$ cat config.mk
export PLATFORM = sky130hd
export DESIGN_NAME = sample_variance_stddev
export DESIGN_NICKNAME = d
export VERILOG_FILES = /design/src/hw/rtl/svs_pkg.sv /design/src/hw/rtl/svs_mac.sv /design/src/hw/rtl/svs_divsqrt.sv /design/src/hw/rtl/sample_variance_stddev.sv
export SDC_FILE = /design/constraint.sdc
export NUM_CORES = 2
export LEC_CHECK = 0
export BUFFER_PORTS_ARGS = -buffer_cell sky130_fd_sc_hd__clkbuf_2
export CAP_MARGIN = 20
export CORE_MARGIN = 2
export CORE_UTILIZATION = 50
export DETAILED_ROUTE_END_ITERATION = 8
export GPL_TIMING_DRIVEN = 0
export PLACE_DENSITY = 0.74
export RECOVER_POWER = 25
export SLEW_MARGIN = 30
export SYNTH_ARGS = -nofsm -noshare
export SYNTH_HDL_FRONTEND = slang
export SYNTH_SLANG_ARGS = --single-unit
$ cat constraint.sdc
create_clock -name clk -period 16.1 [get_ports clk]
set_input_delay 2.415 -clock clk [delete_from_list [all_inputs] [get_ports clk]]
set_output_delay 2.415 -clock clk [all_outputs]
set_load 0.05 [all_outputs]
$ cat src/hw/rtl/svs_pkg.sv
// ----------------------------------------------------------------------------
// svs_pkg - shared definitions for the sample variance / std dev block
// Widths, iteration counts, the multiply-accumulate op codes, the sequencer
// state types and the status bundle of the divide / root unit.
// ----------------------------------------------------------------------------
`default_nettype none

package svs_pkg;

	// sample stream
	localparam int SAMPLE_W    = 16;
	localparam int MAX_COUNT   = 65536;
	localparam int CNT_W       = 17;
	localparam int MAG_W       = 16;

	// accumulators
	localparam int SUM_W       = 33;
	localparam int SQSUM_W     = 47;
	localparam int SMAG_W      = 32;

	// multiply-accumulate unit
	localparam int OPD_W       = 32;
	localparam int D_W         = 2 * OPD_W;
	localparam int SQ_SPLIT    = 24;
	localparam int N2_W        = 33;

	// divide / root unit
	localparam int FRAC_SHIFT  = 16;
	localparam int NUM_W       = D_W + FRAC_SHIFT;
	localparam int DIV_ITERS   = NUM_W;
	localparam int ITER_W      = $clog2(DIV_ITERS);
	localparam int QUO_W       = 47;
	localparam int ROOT_ITERS  = (QUO_W + 1) / 2;
	localparam int ROOT_CNT_W  = $clog2(ROOT_ITERS);
	localparam int POS_W       = $clog2(QUO_W);
	localparam int SUB_W       = QUO_W + 1;

	// result fields
	localparam int VAR_W       = 38;
	localparam int VAR_LSB     = 8;
	localparam int STD_W       = 23;
	localparam int IN_TDATA_W  = 16;
	localparam int OUT_TDATA_W = 80;
	localparam int OUT_PAD_W   = OUT_TDATA_W - (VAR_W + STD_W + CNT_W);

	typedef enum logic [1:0] {
		MAC_ADD,
		MAC_ADD_HI,
		MAC_SUB
	} mac_op_t;

	typedef enum logic [3:0] {
		ST_IDLE,
		ST_SQUARE,
		ST_MUL_LO,
		ST_MUL_HI,
		ST_MUL_SUB,
		ST_MUL_N2,
		ST_DIV_GO,
		ST_DIV_WAIT,
		ST_OUT
	} ctrl_state_t;

	typedef enum logic [2:0] {
		DS_IDLE,
		DS_DIV,
		DS_ROOT_INIT,
		DS_ROOT,
		DS_DONE
	} ds_state_t;

	typedef struct packed {
		logic busy;
		logic done;
	} ds_status_t;

endpackage

`default_nettype wire

$ cat src/hw/rtl/svs_mac.sv
// ----------------------------------------------------------------------------
// svs_mac - shared multiply-accumulate unit
// One 32x32 multiplier followed by a 64-bit add or subtract, with an optional
// left shift of the product for the upper partial product.
// ----------------------------------------------------------------------------
`default_nettype none

module svs_mac import svs_pkg::*; (
	input  mac_op_t          op,
	input  logic [OPD_W-1:0] a,
	input  logic [OPD_W-1:0] b,
	input  logic [D_W-1:0]   acc,
	output logic [D_W-1:0]   res
);

	logic [D_W-1:0] prod;
	logic [D_W-1:0] addend;

	// single multiplier
	assign prod = a * b;

	// accumulate
	always_comb begin
		addend = prod;
		res    = acc + prod;
		case (op)
			MAC_ADD: begin
				addend = prod;
				res    = acc + addend;
			end
			MAC_ADD_HI: begin
				addend = prod << SQ_SPLIT;
				res    = acc + addend;
			end
			MAC_SUB: begin
				addend = prod;
				res    = acc - addend;
			end
			default: begin
				addend = prod;
				res    = acc + addend;
			end
		endcase
	end

endmodule

`default_nettype wire

$ cat src/hw/rtl/svs_divsqrt.sv
// ----------------------------------------------------------------------------
// svs_divsqrt - iterative divider and square root on one subtractor
// Restoring division of (d << 16) by n2, one quotient bit a cycle, then a
// digit-by-digit integer square root of the quotient, one bit a cycle.
// ----------------------------------------------------------------------------
`default_nettype none

module svs_divsqrt import svs_pkg::*; (
	input  logic             clk,
	input  logic             arst_n,
	input  logic             start,
	input  logic [D_W-1:0]   d,
	input  logic [N2_W-1:0]  n2,
	output ds_status_t       status,
	output logic [QUO_W-1:0] quo,
	output logic [QUO_W-1:0] root
);

	ds_state_t          state_q, state_nxt;
	logic [ITER_W-1:0]  cnt_q;
	logic [NUM_W-1:0]   num_q;
	logic [N2_W-1:0]    div_q;
	logic [QUO_W-1:0]   rem_q;
	logic [QUO_W-1:0]   quo_q;
	logic [QUO_W-1:0]   root_q;

	logic [N2_W:0]      r_shift;
	logic [POS_W-1:0]   bit_pos;
	logic [QUO_W-1:0]   root_bit;
	logic [SUB_W-1:0]   sub_a;
	logic [SUB_W-1:0]   sub_b;
	logic [SUB_W:0]     diff;
	logic               ge;

	// partial remainder with next numerator bit shifted in
	assign r_shift = {rem_q[N2_W-1:0], num_q[NUM_W-1]};

	// root trial bit walks down two places a step
	assign bit_pos  = POS_W'(QUO_W - 1) - POS_W'({cnt_q[ROOT_CNT_W-1:0], 1'b0});
	assign root_bit = QUO_W'(1) << bit_pos;

	// shared compare-subtract
	always_comb begin
		if (state_q == DS_DIV) begin
			sub_a = SUB_W'(r_shift);
			sub_b = SUB_W'(div_q);
		end else begin
			sub_a = SUB_W'(rem_q);
			sub_b = SUB_W'(root_q) + SUB_W'(root_bit);
		end
	end
	assign diff = {1'b0, sub_a} - {1'b0, sub_b};
	assign ge   = ~diff[SUB_W];

	// next state
	always_comb begin
		state_nxt = state_q;
		case (state_q)
			DS_IDLE:      if (start) state_nxt = DS_DIV;
			DS_DIV:       if (cnt_q == ITER_W'(DIV_ITERS - 1)) state_nxt = DS_ROOT_INIT;
			DS_ROOT_INIT: state_nxt = DS_ROOT;
			DS_ROOT:      if (cnt_q == ITER_W'(ROOT_ITERS - 1)) state_nxt = DS_DONE;
			DS_DONE:      state_nxt = DS_IDLE;
			default:      state_nxt = DS_IDLE;
		endcase
	end

	// status outputs
	always_comb begin
		status.busy = (state_q != DS_IDLE);
		status.done = (state_q == DS_DONE);
		quo         = quo_q;
		root        = root_q;
	end

	// state and step counter
	always_ff @(posedge clk or negedge arst_n) begin
		if (!arst_n) begin
			state_q <= DS_IDLE;
			cnt_q   <= '0;
		end else begin
			state_q <= state_nxt;
			case (state_q)
				DS_IDLE:      cnt_q <= '0;
				DS_DIV:       cnt_q <= (state_nxt == DS_DIV) ? cnt_q + 1'b1 : '0;
				DS_ROOT_INIT: cnt_q <= '0;
				DS_ROOT:      cnt_q <= cnt_q + 1'b1;
				default:      cnt_q <= '0;
			endcase
		end
	end

	// datapath registers
	always_ff @(posedge clk) begin
		case (state_q)
			DS_IDLE: if (start) begin
				num_q <= {d, FRAC_SHIFT'(0)};
				div_q <= n2;
				rem_q <= '0;
				quo_q <= '0;
			end
			DS_DIV: begin
				num_q <= num_q << 1;
				rem_q <= ge ? QUO_W'(diff[N2_W:0]) : QUO_W'(r_shift);
				quo_q <= {quo_q[QUO_W-2:0], ge};
			end
			DS_ROOT_INIT: begin
				rem_q  <= quo_q;
				root_q <= '0;
			end
			DS_ROOT: begin
				if (ge) begin
					rem_q  <= diff[QUO_W-1:0];
					root_q <= (root_q >> 1) + root_bit;
				end else begin
					root_q <= root_q >> 1;
				end
			end
			default: ;
		endcase
	end

endmodule

`default_nettype wire

$ cat src/hw/rtl/sample_variance_stddev.sv
// ----------------------------------------------------------------------------
// sample_variance_stddev - population variance and standard deviation
// Accumulates signed samples and, on the sample marked tlast, returns the
// variance and its square root, both unsigned with 8 fraction bits.
// ----------------------------------------------------------------------------
// Each counted sample is added into a running sum, sum of squares and count;
// it is transferred, then squared through the shared multiplier before the
// next sample is taken. A sample past 65536 in one run is dropped unsquared
// and sets the overflow flag. The sample marked tlast starts the result: four
// passes of the shared 32x32 multiply-accumulate build n*sumsq - sum^2 and
// n^2, then an 80-step restoring divide and a 24-step square root on one
// shared compare-subtract unit give the result. s_tready stays low from the
// transfer of the tlast sample until the result is loaded into the output
// register, so longer while the previous result still waits. The result
// waits in an output register; new samples are taken while it is pending,
// but the next result only leaves the sequencer once the previous one is
// transferred. All accumulators clear when the result is loaded.
`default_nettype none

module sample_variance_stddev import svs_pkg::*; (
	input  logic                   clk,
	input  logic                   arst_n,
	input  logic                   s_tvalid,
	output logic                   s_tready,
	input  logic [IN_TDATA_W-1:0]  s_tdata,   // [15:0] sample
	input  logic                   s_tlast,
	output logic                   m_tvalid,
	input  logic                   m_tready,
	output logic [OUT_TDATA_W-1:0] m_tdata,   // [37:0] variance_q8, [60:38] std_dev_q8,
	                                          // [77:61] sample_count, [79:78] zero
	output logic                   m_tuser    // [0] overflow
);

	ctrl_state_t              state_q, state_nxt;

	// accumulators
	logic signed [SUM_W-1:0]  sum_q;
	logic [SQSUM_W-1:0]       sumsq_q;
	logic [CNT_W-1:0]         cnt_q;
	logic                     ovf_q;
	logic                     last_q;
	logic [MAG_W-1:0]         mag_q;

	// result working registers
	logic [D_W-1:0]           d_q;
	logic [N2_W-1:0]          n2_q;

	// output register
	logic                     m_tvalid_q;
	logic [VAR_W-1:0]         var_q;
	logic [STD_W-1:0]         std_q;
	logic [CNT_W-1:0]         cnt_out_q;
	logic                     ovf_out_q;

	logic                     in_xfer;
	logic                     counted;
	logic [MAG_W-1:0]         in_mag;
	logic [SMAG_W-1:0]        smag;
	logic                     out_free;
	logic                     out_load;
	logic                     ds_start;
	ds_status_t               ds_status;
	logic [QUO_W-1:0]         ds_quo;
	logic [QUO_W-1:0]         ds_root;

	mac_op_t                  mac_op;
	logic [OPD_W-1:0]         mac_a;
	logic [OPD_W-1:0]         mac_b;
	logic [D_W-1:0]           mac_acc;
	logic [D_W-1:0]           mac_res;
	logic [2*STD_W-1:0]       std_sq;

	assign in_xfer  = s_tvalid && s_tready;
	assign counted  = (cnt_q != CNT_W'(MAX_COUNT));
	assign in_mag   = s_tdata[SAMPLE_W-1] ? MAG_W'(~s_tdata + 1'b1) : MAG_W'(s_tdata);
	assign smag     = sum_q[SUM_W-1] ? SMAG_W'(-sum_q) : SMAG_W'(sum_q);
	assign out_free = !m_tvalid_q || m_tready;

	// shared multiply-accumulate
	svs_mac u_mac (
		.op  (mac_op),
		.a   (mac_a),
		.b   (mac_b),
		.acc (mac_acc),
		.res (mac_res)
	);

	// divide and root
	svs_divsqrt u_divsqrt (
		.clk    (clk),
		.arst_n (arst_n),
		.start  (ds_start),
		.d      (d_q),
		.n2     (n2_q),
		.status (ds_status),
		.quo    (ds_quo),
		.root   (ds_root)
	);

	// sequencer next state
	always_comb begin
		state_nxt = state_q;
		case (state_q)
			ST_IDLE: begin
				if (s_tvalid) begin
					if (counted)      state_nxt = ST_SQUARE;
					else if (s_tlast) state_nxt = ST_MUL_LO;
				end
			end
			ST_SQUARE:   state_nxt = last_q ? ST_MUL_LO : ST_IDLE;
			ST_MUL_LO:   state_nxt = ST_MUL_HI;
			ST_MUL_HI:   state_nxt = ST_MUL_SUB;
			ST_MUL_SUB:  state_nxt = ST_MUL_N2;
			ST_MUL_N2:   state_nxt = ST_DIV_GO;
			ST_DIV_GO:   state_nxt = ST_DIV_WAIT;
			ST_DIV_WAIT: if (ds_status.done) state_nxt = ST_OUT;
			ST_OUT:      if (out_free) state_nxt = ST_IDLE;
			default:     state_nxt = ST_IDLE;
		endcase
	end

	// sequencer outputs and multiplier operand select
	always_comb begin
		s_tready = (state_q == ST_IDLE);
		ds_start = (state_q == ST_DIV_GO);
		out_load = (state_q == ST_OUT) && out_free;
		mac_op   = MAC_ADD;
		mac_a    = '0;
		mac_b    = '0;
		mac_acc  = '0;
		case (state_q)
			ST_SQUARE: begin
				mac_a   = OPD_W'(mag_q);
				mac_b   = OPD_W'(mag_q);
				mac_acc = D_W'(sumsq_q);
			end
			ST_MUL_LO: begin
				mac_a = OPD_W'(cnt_q);
				mac_b = OPD_W'(sumsq_q[SQ_SPLIT-1:0]);
			end
			ST_MUL_HI: begin
				mac_op  = MAC_ADD_HI;
				mac_a   = OPD_W'(cnt_q);
				mac_b   = OPD_W'(sumsq_q[SQSUM_W-1:SQ_SPLIT]);
				mac_acc = d_q;
			end
			ST_MUL_SUB: begin
				mac_op  = MAC_SUB;
				mac_a   = OPD_W'(smag);
				mac_b   = OPD_W'(smag);
				mac_acc = d_q;
			end
			ST_MUL_N2: begin
				mac_a = OPD_W'(cnt_q);
				mac_b = OPD_W'(cnt_q);
			end
			default: ;
		endcase
	end

	// control state and accumulators
	always_ff @(posedge clk or negedge arst_n) begin
		if (!arst_n) begin
			state_q    <= ST_IDLE;
			sum_q      <= '0;
			sumsq_q    <= '0;
			cnt_q      <= '0;
			ovf_q      <= 1'b0;
			last_q     <= 1'b0;
			m_tvalid_q <= 1'b0;
		end else begin
			state_q <= state_nxt;
			if (in_xfer) begin
				last_q <= s_tlast;
				if (counted) begin
					sum_q <= sum_q + SUM_W'(signed'(s_tdata[SAMPLE_W-1:0]));
					cnt_q <= cnt_q + 1'b1;
				end else begin
					ovf_q <= 1'b1;
				end
			end
			if (state_q == ST_SQUARE)
				sumsq_q <= mac_res[SQSUM_W-1:0];
			if (out_load) begin
				sum_q   <= '0;
				sumsq_q <= '0;
				cnt_q   <= '0;
				ovf_q   <= 1'b0;
			end
			if (out_load)
				m_tvalid_q <= 1'b1;
			else if (m_tready)
				m_tvalid_q <= 1'b0;
		end
	end

	// working and output payload registers
	always_ff @(posedge clk) begin
		if (in_xfer)
			mag_q <= in_mag;
		case (state_q)
			ST_MUL_LO:  d_q  <= mac_res;
			ST_MUL_HI:  d_q  <= mac_res;
			ST_MUL_SUB: d_q  <= mac_res;
			ST_MUL_N2:  n2_q <= mac_res[N2_W-1:0];
			default: ;
		endcase
		if (out_load) begin
			var_q     <= ds_quo[VAR_LSB+VAR_W-1:VAR_LSB];
			std_q     <= ds_root[STD_W-1:0];
			cnt_out_q <= cnt_q;
			ovf_out_q <= ovf_q;
		end
	end

	assign m_tvalid = m_tvalid_q;
	assign m_tdata  = {{OUT_PAD_W{1'b0}}, cnt_out_q, std_q, var_q};
	assign m_tuser  = ovf_out_q;

	// checks
	assign std_sq = std_q * std_q;

	a_cnt_bound: assert property (@(posedge clk) disable iff (!arst_n)
		cnt_q <= CNT_W'(MAX_COUNT))
		else $error("sample count past maximum");

	a_root_vs_var: assert property (@(posedge clk) disable iff (!arst_n)
		m_tvalid_q |-> (VAR_W'(std_sq >> VAR_LSB) <= var_q))
		else $error("square of std dev exceeds variance");

	a_ovf_full: assert property (@(posedge clk) disable iff (!arst_n)
		(m_tvalid_q && ovf_out_q) |-> (cnt_out_q == CNT_W'(MAX_COUNT)))
		else $error("overflow flagged on a run that was not full");

	a_div_done: assert property (@(posedge clk) disable iff (!arst_n)
		(state_q == ST_IDLE) |-> !ds_status.busy)
		else $error("divide unit busy while sequencer idle");

endmodule

`default_nettype wire

# Word-level counts from Yosys, hierarchy flattened
# Cells that the tools add are included.
# word_totals
reg_bits	560
latchBits	0
mem_bits_rw	0
mem_bits_ro	0
input_bits	21
output_inout_bits	83
wordCells	129
n_memories	0
# classes
add_sub_neg	12
n_mul	1
div	0
order_cmp	0
eq_ne	25
n_shift	1
mux	44
n_bitwise	2
reduce_logical	22
# ops
cell	n
$mux 47	6
$pmux 64 s2	2
$pmux 47 s2	2
$pmux 47 s4	1
$pmux 32 s5	1
$pmux 80 s2	1
$add 64x64->64	2
$mux 33	3
$pmux 32 s3	1
$mux 80	1
$mul 32x32->64	1
$sub 64x64->64	1
$mux 17	3
$sub 47x48->49	1
$add 47x47->48	1
$mux 48	1
$add 46x47->47	1
$shl 1x6->47 const A	1
$pmux 4 s9	1
$mux 34	1
$add 33x16->33	1
$mux 32	1
$neg 32->32	1
$mux 4	5
41 further kinds	67

# Depth between registers and ports, before layout
# logic_depth
word_depth	8
depth_mapped	60
ltp_nobuf	58

# Modules after synthesis
# A second synthesis with hierarchy kept.
# unflattened
hier_cells	8139
hier_area_um2	73040.1
# by_module_without_submodules
mod	instances	cells_per_inst	area_each_um2	seq_area_each_um2
svs_mac	1	5025	41771.3	0.0
svs_divsqrt	1	1873	17077.6	7397.1
sample_variance_stddev	1	1241	14191.1	8368.0

# Least setup slack after synthesis
# OpenSTA, ideal clock, no wires.
# synth_path
path_kind	reg-to-reg
from	register sum_q[2]
to	register d_q[63] (data pin)
setup_ns	0.259
t_arrival_ns	13.627
required_time_ns	15.841
path_slack_ns	2.214
stages_incl_launch_ff	55
n_path_buf	4
synth_period_minus_slack_ns	13.886
cell_sequence	dfrtp_1 or3_1 or4_1 or3_1 nand2b_1 or4_1 nand2b_1 o21ai_0 xor2_1 nand2b_1 clkbuf_1 clkinv_1 clkbuf_1 nand2_1 fa_1 fa_1 inv_1 fa_1 (+19 left out) xnor2_1 or4bb_4 or3_4 or3_4 nand2_1 xnor2_1 ha_1 nor2b_1 o21ai_0 nand2b_1 a21o_1 a21o_1 a221o_1 a31oi_1 o21ai_0 a31oi_1 nand3_1 a211o_1
# synth_via
elab_chain_cells	6
word_cells_on_any_way	9
cone_classes	add/sub (4); mul (1); mux (4)
# synth_rtl
item	line	source
start: declaration	sample_variance_stddev.sv:37	logic signed [SUM_W-1:0] sum_q;
start signal: assignment	sample_variance_stddev.sv:176	sum_q <= sum_q + SUM_W'(signed'(s_tdata[SAMPLE_W-1:0]));
$neg 32->32	sample_variance_stddev.sv:76	assign smag = sum_q[SUM_W-1] ? SMAG_W'(-sum_q) : SMAG_W'(sum_q);
$mux 32 *	sample_variance_stddev.sv:76	
$pmux 32 s5 / $pmux 32 s3 (equally long branches)	sample_variance_stddev.sv:131	case (state_q)
$mul 32x32->64 *	svs_mac.sv:20	assign prod = a * b;
$add 64x64->64 (tied with other cells)	n/a	
$pmux 64 s2 *	svs_mac.sv:26	case (op)
via mac_res[63]	sample_variance_stddev.sv:70	logic [D_W-1:0] mac_res;
end signal: assignment	sample_variance_stddev.sv:202	ST_MUL_LO: d_q <= mac_res;
end signal: assignment	sample_variance_stddev.sv:203	ST_MUL_HI: d_q <= mac_res;
end signal: assignment	sample_variance_stddev.sv:204	ST_MUL_SUB: d_q <= mac_res;
end: declaration	sample_variance_stddev.sv:45	logic [D_W-1:0] d_q;
# Mark *: on every way through the listed nets, which the timed path passes. The rest lies on a longest branch.
# A chain may end at the register's enable or synchronous reset.

# Worst setup path in the final report
# Same ends and word-level chain as after synthesis.

==> flow_metrics.env <==
export IMPL_rr_worst_depth=47
export IMPL_drtPass1Iterations=7
export IMPL_slowest_stage="fa_1"
export IMPL_place_hpwl_mm=222
export IMPL_vias=61400
export IMPL_drc=0
export IMPL_synth_common_cells="nand2_1, inv_1, fa_1, nor2_1, ha_1"
export IMPL_p_clk_share_pct=49.4
export IMPL_clockBufferDepth=3
export IMPL_rows=137
export IMPL_pwr_density_cell_mw_per_mm2=39.4
export IMPL_synth_top_cell_by_area="fa_1"
export IMPL_port_buffers=101
export IMPL_fin_crit_sh_pct=98.6
export IMPL_synth_distinct_cells=104
export IMPL_fin_cells=10100
export IMPL_track_usage_pct=37.2
export IMPL_drt_total_wl_mm=271
export IMPL_initial_utilization_pct=50.6
export IMPL_routedWlPerCell_um=26.8
export IMPL_boundaryPins=104
export IMPL_yosys_top_cells_area="fa_1, edfxtp_1, ha_1"
export IMPL_leakagePower_nw=36.5
export IMPL_die_y_um=380
export IMPL_status="finished with violations"
export IMPL_total_power_mw=3.03
export IMPL_syn_avg_cell_area_sq_um=8.83
export IMPL_drtAntennaViolNets=0
export IMPL_area_growth_pct=8.77
export IMPL_syn_inst=8004
export IMPL_clk_latency_ns=0.69
export IMPL_routabilityCongestion=1.06
export IMPL_ys_seq_area_share_pct=22.3
export IMPL_ys_async_sr_fraction_pct=21.0
export IMPL_path_clk_slew_ns=0.08
export IMPL_report_final_slew_viol_count=96
export IMPL_setup_viol=0
export IMPL_grt_max_degree=69
export IMPL_power_internal_mw=2.38
export IMPL_grt_pass1_vias=60800
export IMPL_p_switching_mw=0.651
export IMPL_antenna_found_initial=19
export IMPL_h_tree_depth=2
export IMPL_crit_fanout=10
export IMPL_arrival_ns=16.31
export IMPL_fp_dieW_um=380
export IMPL_ys_seq_elements=544
export IMPL_numPlacedInstances=10000
export IMPL_fill_cells=13000
export IMPL_min_path_cells=0
export IMPL_die_area_sq_mm=0.144
export IMPL_p_seq_share_pct=49.4
export IMPL_first_iter_violations=6655
export IMPL_slew_limit_headroom_pct=-99.5
export IMPL_grt_overflow=0
export IMPL_cts_made_buffers=54
export IMPL_start_kind="flip-flop"
export IMPL_routed_via_density=6.07
export IMPL_timing_fmax_ghz=0.0630
export IMPL_layout_nets=9618
export IMPL_violations="max-capacitance violations, max-slew violations"
export IMPL_hold_viol=0
export IMPL_grt_first_pass_wirelength_mm=398
export IMPL_crit_type="flip-flop to flip-flop"
export IMPL_fp_coreArea_sq_mm=0.140
export IMPL_ir_drop_v=0.0000821
export IMPL_cap_viol_max_count=2
export IMPL_cts_tree="done"
export IMPL_ys_warn_count=0
export IMPL_yosysMostFrequentCell="nand2_1"
export IMPL_switching_share_pct=21.5
export IMPL_crit_path_frequent_cell="fa_1"
export IMPL_min_delay_path_class="flip-flop to flip-flop"
export IMPL_cts_hold_buf=0
export IMPL_worstPathRequired_ns=16.54
export IMPL_finalCriticalPeriod_ns=15.87
export IMPL_finalClockSkew_ns=0.0718
export IMPL_cts_sinks=544
export IMPL_clockRootBuffer="clkbuf_16"
export IMPL_synth_ff_type="edfxtp_1"
export IMPL_yosysTopAreaCellShare_pct=25.5
export IMPL_drive_above_1_share_pct=6.55
export IMPL_combPwrFrac_pct=1.2
export IMPL_synth_area_sq_mm=0.0707
export IMPL_max_stage_delay_ns=0.65
export IMPL_synth_edf_count=430
export IMPL_tightest_slew_ns=2.99
export IMPL_crit_path_end_kind="flip-flop"
-- layout by cell type, fill, tap and decap left out, types with 21 or more instances in the layout --
cell,synthesis,layout
nor3_1,84,79
xor2_1,152,150
buf_1,34,25
o21a_1,37,36
clkbuf_2,0,156
buf_4,4,32
o21bai_1,50,50
inv_1,1162,1159
nand4_1,47,47
clkbuf_16,0,58
a21o_1,153,152
nand2b_1,55,53
xnor2_1,241,232
a22o_1,50,50
a21oi_1,317,308
nand2_1,1266,1264
clkbuf_1,333,240
o2bb2ai_1,33,33
fa_1,900,896
clkbuf_4,0,21
dfrtp_1,114,114
ha_1,505,501
and3_1,89,89
a211oi_1,43,39
o21ai_0,339,326
o211ai_1,23,23
mux2i_1,51,50
a31oi_1,69,66
edfxtp_1,430,430
or2_2,29,29
nand3_1,120,120
or3_1,41,41
nor2_1,722,701
nor2b_1,43,42
o31ai_1,44,40
a22oi_1,46,46
and2_1,68,67
-- path summary, 6_finish.rpt --
path / start / to / slack, ns
max reg2reg: sum_q[2] / d_q[63] / 0.23
max in group asynchronous: arst_n / cnt_q[4] / 11.68
min reg2reg: n2_q[3] / u_divsqrt.div_q[3] / 0.42
min: n2_q[3] / u_divsqrt.div_q[3] / 0.42
max: sum_q[2] / d_q[63] / 0.23
min in group asynchronous: arst_n / sum_q[9] / 2.69
-- routing by layer --
metal | vias to the layer above | track usage, % | share of wire, %
li1 | 26600 | - | -
met1 | 30200 | 48.9 | 39
met2 | 3547 | 55.6 | 42
met3 | 957 | 10.0 | 11
met4 | 22 | 21.2 | 7.4
met5 | - | 0 | 0.067
-- cell type report --
| cell class | count | area [sq um] | share of cell area, % |
|---|---|---|---|
| Tap cell | 1876 | 2350 | 3.05 |
| Clock buffer | 64 | 1500 | 1.96 |
| Sequential cell | 544 | 15800 | 20.5 |
| Buffer | 357 | 1560 | 2.03 |
| Timing Repair Buffer | 147 | 1020 | 1.33 |
| Clock inverter | 38 | 581 | 0.755 |
| Antenna cell | 6 | 15.0 | 0.0195 |
| Inverter | 1168 | 4400 | 5.73 |
| Multi-Input combinational cell | 5920 | 49700 | 64.6 |
-- through the flow --
step | utilization (%) | hold slack (ns) | instance area, sq um | setup TNS (ns) | setup WS (ns)
after global routing | 55.0 | 0.422 | 76900 | -0.0454 | -0.0454
after global placement | 52.6 | 0.402 | 73600 | -24.57 | -2.01
after detailed placement | 53.2 | 0.405 | 74400 | -9.05 | -1.68
final | 55.0 | 0.416 | 76900 | 0 | 0.231
after CTS | 54.8 | 0.419 | 76600 | 0 | 0.00426
after floorplan | - | 0.400 | 70700 | 0 | 2.21
-- logic make-up (layout without fill, tap and decap cells) --
family          after synthesis  after routing  share of synthesized area [%]
simple gates               2669           2669                           16.5
buf+inv                    1541           1774                           8.21
fa+ha+maj                  1405           1405                           34.4
compound gates             1387           1387                           12.7
flops                       544            544                           22.3
xor+xnor                    394            394                           4.89
mux                          63             63                          0.913
other cells                   1              8                        0.00530
-- critical path, delay by kind of cell (launching register included) --
family	cells	cell delay [ns]
AO/OA/AOI/OAI	10	2.94
XOR/XNOR	3	0.64
adder cells (fa/ha/maj)	10	5.11
buffers and inverters	2	0.69
flip-flops	1	0.44
multiplexers	1	0.16
AND/OR/NAND/NOR	21	5.55
-- state kept, by name (all words and copies together) (netlist names), 38 cells and up --
signal           cells
d_q                 64
var_q               38
u_divsqrt.rem_q     47
u_divsqrt.quo       47
u_divsqrt.root      47
u_divsqrt.num_q     64
sumsq_q             47
-- power by group through the flow --
stage | logic (mW) | registers (mW) | clock network, mW
final | 0.0362 | 1.50 | 1.50
after detailed placement | 0.0358 | 1.53 | 0
after global routing | 0.0394 | 1.50 | 1.57
after floorplan | 0.0173 | 1.53 | 0
after CTS | 0.0360 | 1.50 | 1.51
after global placement | 0.0336 | 1.53 | 0
-- repair_timing --
action                                  in CTS  in global routing
pin swaps                                    1                  5
setup buffers                                1                  9
gates resized for setup                     80                158
endpoints found under the setup margin      19                 21
Power figures use the tool's default switching activity.
